--- src/design/assert_macros.svh ---
// Assertion macros shared by the design files.
// Depends on: nothing; expects i_clk and i_rst_n in the using scope.
`ifndef ASSERT_MACROS_SVH
`define ASSERT_MACROS_SVH

// Implication checked every rising clock edge, off while reset is asserted.
`define ASSERT_CLK(label, prop, msg) \
    label: assert property (@(posedge i_clk) disable iff (!i_rst_n) (prop)) \
        else $error(msg);

// Same check, kept running through reset.
`define ASSERT_ALWAYS(label, prop, msg) \
    label: assert property (@(posedge i_clk) (prop)) else $error(msg);

`endif

--- src/design/swm_pkg.sv ---
// Package for the sliding window median unit: default sizes.
// Depends on: nothing.
`default_nettype none

package swm_pkg;

    localparam int SWM_WINDOW      = 15;
    localparam int SWM_SAMPLE_BITS = 16;

endpackage

`default_nettype wire

--- src/design/sliding_window_median_unit.sv ---
// Sliding window median unit: circular sample window and rank-count median search.
// Depends on: swm_pkg, assert_macros.svh.
//
//  channel | valid   | stall   | payload
//  --------+---------+---------+-----------------------
//  in      | i_valid | o_stall | i_sample [SAMPLE_BITS]
//  out     | o_valid | i_stall | o_median [SAMPLE_BITS]
//
// Each beat is written into the window, then the shared rank unit tries one
// candidate after another (stops at the first candidate whose rank covers
// WINDOW/2), and then the found median is loaded into the output.
// Reset clears the window and write slot at once; no clearing pass.
// A pending output beat does not block a new input beat; only the final
// load waits on i_stall.
`default_nettype none

`include "assert_macros.svh"

module sliding_window_median_unit #(
    parameter int WINDOW      = swm_pkg::SWM_WINDOW,
    parameter int SAMPLE_BITS = swm_pkg::SWM_SAMPLE_BITS
) (
    input  wire logic                          i_clk,
    input  wire logic                          i_rst_n,
    input  wire logic                          i_valid,
    output logic                               o_stall,
    input  wire logic signed [SAMPLE_BITS-1:0] i_sample,
    output logic                               o_valid,
    input  wire logic                          i_stall,
    output logic signed [SAMPLE_BITS-1:0]      o_median
);
    import swm_pkg::*;

    localparam int IW  = $clog2(WINDOW);
    localparam int CW  = $clog2(WINDOW + 1);
    localparam logic [IW-1:0] LAST = IW'(WINDOW - 1);
    localparam logic [CW-1:0] MID  = CW'(WINDOW / 2);

    typedef enum logic [1:0] {ST_IDLE, ST_SCAN, ST_WAIT} t_state;

    t_state                        r_state, n_state;
    logic signed [SAMPLE_BITS-1:0] r_store [WINDOW];
    logic [IW-1:0]                 r_slot, n_slot;
    logic [IW-1:0]                 r_idx, n_idx;
    logic signed [SAMPLE_BITS-1:0] r_found, n_found;
    logic                          r_out_valid, n_out_valid;
    logic signed [SAMPLE_BITS-1:0] r_median, n_median;

    logic                          in_beat;
    logic                          out_free;
    logic                          hit;
    logic signed [SAMPLE_BITS-1:0] cand;
    logic [WINDOW-1:0]             lt_vec, le_vec;
    logic [CW-1:0]                 lt_cnt, le_cnt;

    assign o_stall  = (r_state != ST_IDLE);
    assign in_beat  = i_valid && !o_stall;
    assign out_free = !r_out_valid || !i_stall;
    assign o_valid  = r_out_valid;
    assign o_median = r_median;

    // Shared rank unit: compares one candidate against every window lane.
    assign cand = r_store[r_idx];
    always_comb begin
        for (int j = 0; j < WINDOW; j++) begin
            lt_vec[j] = r_store[j] <  cand;
            le_vec[j] = r_store[j] <= cand;
        end
    end
    assign lt_cnt = CW'($countones(lt_vec));
    assign le_cnt = CW'($countones(le_vec));
    // candidate occupies sorted positions lt_cnt .. le_cnt-1
    assign hit    = (lt_cnt <= MID) && (le_cnt > MID);

    always_comb begin
        n_state     = r_state;
        n_slot      = r_slot;
        n_idx       = r_idx;
        n_found     = r_found;
        n_out_valid = r_out_valid && i_stall;
        n_median    = r_median;
        unique case (r_state)
            ST_IDLE: begin
                if (in_beat) begin
                    n_slot  = (r_slot == LAST) ? '0 : r_slot + 1'b1;
                    n_idx   = '0;
                    n_state = ST_SCAN;
                end
            end
            ST_SCAN: begin
                if (hit || r_idx == LAST) begin
                    n_found = cand;
                    n_state = ST_WAIT;
                end else begin
                    n_idx = r_idx + 1'b1;
                end
            end
            ST_WAIT: begin
                if (out_free) begin
                    n_out_valid = 1'b1;
                    n_median    = r_found;
                    n_state     = ST_IDLE;
                end
            end
            default: n_state = ST_IDLE;
        endcase
    end

    always_ff @(posedge i_clk) begin
        if (!i_rst_n) begin
            r_state     <= ST_IDLE;
            r_slot      <= '0;
            r_idx       <= '0;
            r_out_valid <= 1'b0;
            for (int k = 0; k < WINDOW; k++) begin
                r_store[k] <= '0;
            end
        end else begin
            r_state     <= n_state;
            r_slot      <= n_slot;
            r_idx       <= n_idx;
            r_out_valid <= n_out_valid;
            if (in_beat) begin
                r_store[r_slot] <= i_sample;
            end
        end
        r_found  <= n_found;
        r_median <= n_median;
    end

    `ASSERT_CLK(a_accept_starts_scan, in_beat |=> (r_state == ST_SCAN) && o_stall, "accepted beat did not start a scan")
    `ASSERT_CLK(a_load_sets_valid, (r_state == ST_WAIT) && out_free |=> r_out_valid && (r_median == $past(r_found)), "median not loaded into output")
    `ASSERT_CLK(a_slot_in_range, (r_slot <= LAST) && (r_idx <= LAST), "window index out of range")

endmodule

`default_nettype wire
--- config.mk ---
export PLATFORM = sky130hd
export DESIGN_NAME = sliding_window_median_unit
export DESIGN_NICKNAME = d
export VERILOG_FILES = /design/src/design/swm_pkg.sv /design/src/design/sliding_window_median_unit.sv
export VERILOG_INCLUDE_DIRS = /design/src /design/src/design
export SDC_FILE = /design/constraint.sdc
export NUM_CORES = 1
export LEC_CHECK = 0
export BUFFER_PORTS_ARGS = -buffer_cell sky130_fd_sc_hd__buf_4
export CAP_MARGIN = 20
export CORE_AREA = 10 10 202 300
export DETAILED_ROUTE_END_ITERATION = 10
export DIE_AREA = 0 0 212 310
export GPL_TIMING_DRIVEN = 1
export PLACE_DENSITY = 0.6
export SYNTH_ARGS = -nofsm -noshare
export SYNTH_HDL_FRONTEND = slang
export SYNTH_SLANG_ARGS = --single-unit
--- constraint.sdc ---
create_clock -name i_clk -period 11.3 [get_ports i_clk]
set_input_delay 0.565 -clock i_clk [delete_from_list [all_inputs] [get_ports i_clk]]
set_output_delay 0.565 -clock i_clk [all_outputs]
set_load 0.005 [all_outputs]
==> results.md <==
- Flop pwr share: around 28%
- Clk buf depth: 3
- CTS tree: yes
- CTS Sinks: 303
- Distinct cell type count of the synthesized netlist: 57
- Clk slew on worst S/H paths: 0.06 ns
- Residual overflow from global routing: 0
- Status: finished clean
- Area grow syn2layout: 12.95%
- Register-to-Register Path Depth: 26
- Total CTS buffers: 34
- Net count, final: 1841
- #FFs+latches synth: approximately 300
- RSZ-0062 raised after global routing: no
- DIE AREA: 0.06572 mm2
- Die Ht: 310 um
- Syn Area/Cell: between 10 and 15 um2
- Switching Share: 39.47%
- Port buffer count: 37
- Core Area: roughly 0.055 mm2
- Initial Util: 34.59%
- Final period util: roughly four fifths
- Routability Congestion: 0.9290
- Crit-path leading delay family: adder cells
- YS warnings: 0
- Worst path max stage delay: 0.84 ns
- Max Freq: 111.1 MHz
- Share of cells above drive strength 1: 15.51%
- Max VDD drop: 0.1833 mV
- Initial antenna violation count: 0
- WP data arrival: 9.23 ns
- Setup Fix Bufs, Post-CTS: 0
- Setup TNS: 0 ns
- Max-Cap Viols: 0
- Total power: 5.225 mW
- Post-synth top area cell: edfxtp_1
- Slew Viols, Final: 0
- H-tree levels: 2
- Psw: 2.062 mW
- Total track usage: 17.57%
- Fin crit period: 8.997 ns
- Die X-Extent: 212 um
- Synth Flop Type: edfxtp_1
- Most common cell after layout, fill and taps aside: edfxtp_1
- Top-area cell type share of the netlist area: 45.21%
- First-pass DRT Iterations: 5
- Number of flops mapped to enable cells by yosys: 288
- Drc violations: 0
- Routed vias/inst: 5.433
- Required @ worst endpoint: roughly 12 ns
- Syn Inst Count: 1502
- Resize count post-CTS: 0
- CP Class: reg -> reg
- Pin count of the biggest net entering global routing: 43
- Worst hold stages: 3
- Int Power: 3.163 mW
- First-pass GRT wire length: ~85000 um
- Synthesized area: about 0.019 mm2
- CP Capture Type: flop
- Drt total wl: 57390 um
- Root Driver: clkbuf_16
- Crit-path max FO: 34
- CP startpoint kind: flop
- Placed inst area: 0.02042 mm2
- Vias: 12410
- Post-route ant nets: 0
- Clock group share of total power: 22.7%
- PD cells: 241.8 mW/mm2
- Most frequent cells in the layout: edfxtp_1, ha_1, and2_1
- Post-Route Skew: 0.01312 ns
- Final instance area: 0.02161 mm2
- CTS Hold Bufs: 0
- Crit path buf inv count: 5
- Slowest-stage cell, CP: dfxtp_4
- Worst slew margin: 30.32%
- DR iter-0 viols: around 820
- IO Pins: 38
- Final setup fails: 0
- FFs w/ async S/R, synth: 0%
- Leakage: between 8 and 9 nW
- Top cells by area, synth: edfxtp_1, ha_1, mux4_2
- Hold WC Path Type: in -> reg
- Post-DR wirelength/cell: 25.13 um
- DP HPWL: 44200 um
- # rows: 106
- Clock Latency Late Sink: 0.53 ns
- Vias in the first global route: 13310
- Mapped Nets: 1786
- Comb pwr share: 49.7%
- Seq/Total Area, Yosys: 46.78%
- Stages on worst setup path: 26
- Slew @ Worst Pin: 1.041 ns
- Count of final hold-check violations: 0
==> kinds of logic (layout without fill, tap and decap cells) <==
group                      after synthesis  in the layout  share of synthesized area [%]
xor gates and xnor gates                 1              1                        0.04579
DFF                                    303            303                          46.78
other                                    0              2                              0
muxes                                   91             91                          10.05
buffers and inverters                  113            191                          2.296
adders and majority gates              264            264                          17.89
AOI/OAI and AO/OA                      232            232                          8.012
and+or+nand+nor                        498            498                          14.93
==> worst paths after layout <==
| kind | slack (ns) | endpoint | startpoint |
|---|---|---|---|
| max | 2.30 | r_found[8]$_DFFE_PP_ | flop |
| min | 0.32 | o_valid$_SDFF_PN0_ | i_stall |
| max reg2reg | 2.30 | r_found[8]$_DFFE_PP_ | flop |
| min reg2reg | 0.42 | o_median[10]$_DFFE_PP_ | r_found[10]$_DFFE_PP_ |
==> per-layer routing <==
layer / vias to the layer above / wire length, um / GRT usage [%]
met5: - / 0 / 0
met4: 0 / 3801 / 11.25
met3: 135 / 1823 / 1.722
met2: 340 / 29970 / 32.21
met1: 6129 / 21790 / 18.92
li1: 5806 / - / -
==> power by group through the flow <==
| stage | sequential (mW) | combinational (mW) | clock (mW) |
|---|---|---|---|
| after global routing | 1.45 | 2.89 | 1.25 |
| final | 1.44 | 2.60 | 1.19 |
| after CTS | 1.44 | 2.61 | 1.21 |
| after floorplan | 1.40 | 1.79 | 0 |
| after detailed placement | 1.47 | 2.58 | 0 |
| after global placement | 1.47 | 2.48 | 0 |
==> metrics by stage <==
step                      setup slack (ns)  hold WS (ns)  utilization (%)  instances
after detailed placement             2.261        0.4063            36.91       2221
after global routing                 1.878        0.3307            39.06       2282
after CTS                            2.221        0.3016            39.03       2280
final                                2.303        0.3202            39.07       2284
after floorplan                      2.855        0.4003                -       1502
after global placement               1.952        0.4079            36.84       2219
==> layout make-up <==
type / instances / area [um2]
Clock inverter: 20 / 261.5
Clock buffer: 39 / 910.9
Timing Repair Buffer: 77 / 630.6
Fill cell: 5126 / 33700
Sequential cell: 303 / 8954
Tap cell: 702 / 878.3
Inverter: 55 / 206.4
Antenna cell: 2 / 5.005
Multi-Input combinational cell: 1086 / 9762
==> sequential cells by signal, indices dropped and copies added, names as in the netlist, named ones only <==
register / flops
r_idx: 4
r_store: 256
r_state: 2
o_valid: 1
r_found: 16
r_slot: 4
o_median: 16
==> cell usage after synthesis, drive strengths merged, types with 6 or more instances <==
cell type and count:
nand2b 17, nor2b 27, a21o 36, nor3 16, o21ai 44, a31oi 7, nand3 21, nand2 56
edfxtp 288, mux2i 6, o21a 46, clkbuf 48, fa 16, buf 10, nor2 54, a21boi 6
mux4 80, dfxtp 15, and2 242, nand4 42, a211oi 13, a21oi 48, inv 55, ha 248
==> worst min-delay path, cell delays in order <==
cell,delay (ns)
buf_4,0.12
nand2_1,0.04
a21boi_0,0.06
Power figures use the tool's default switching activity.
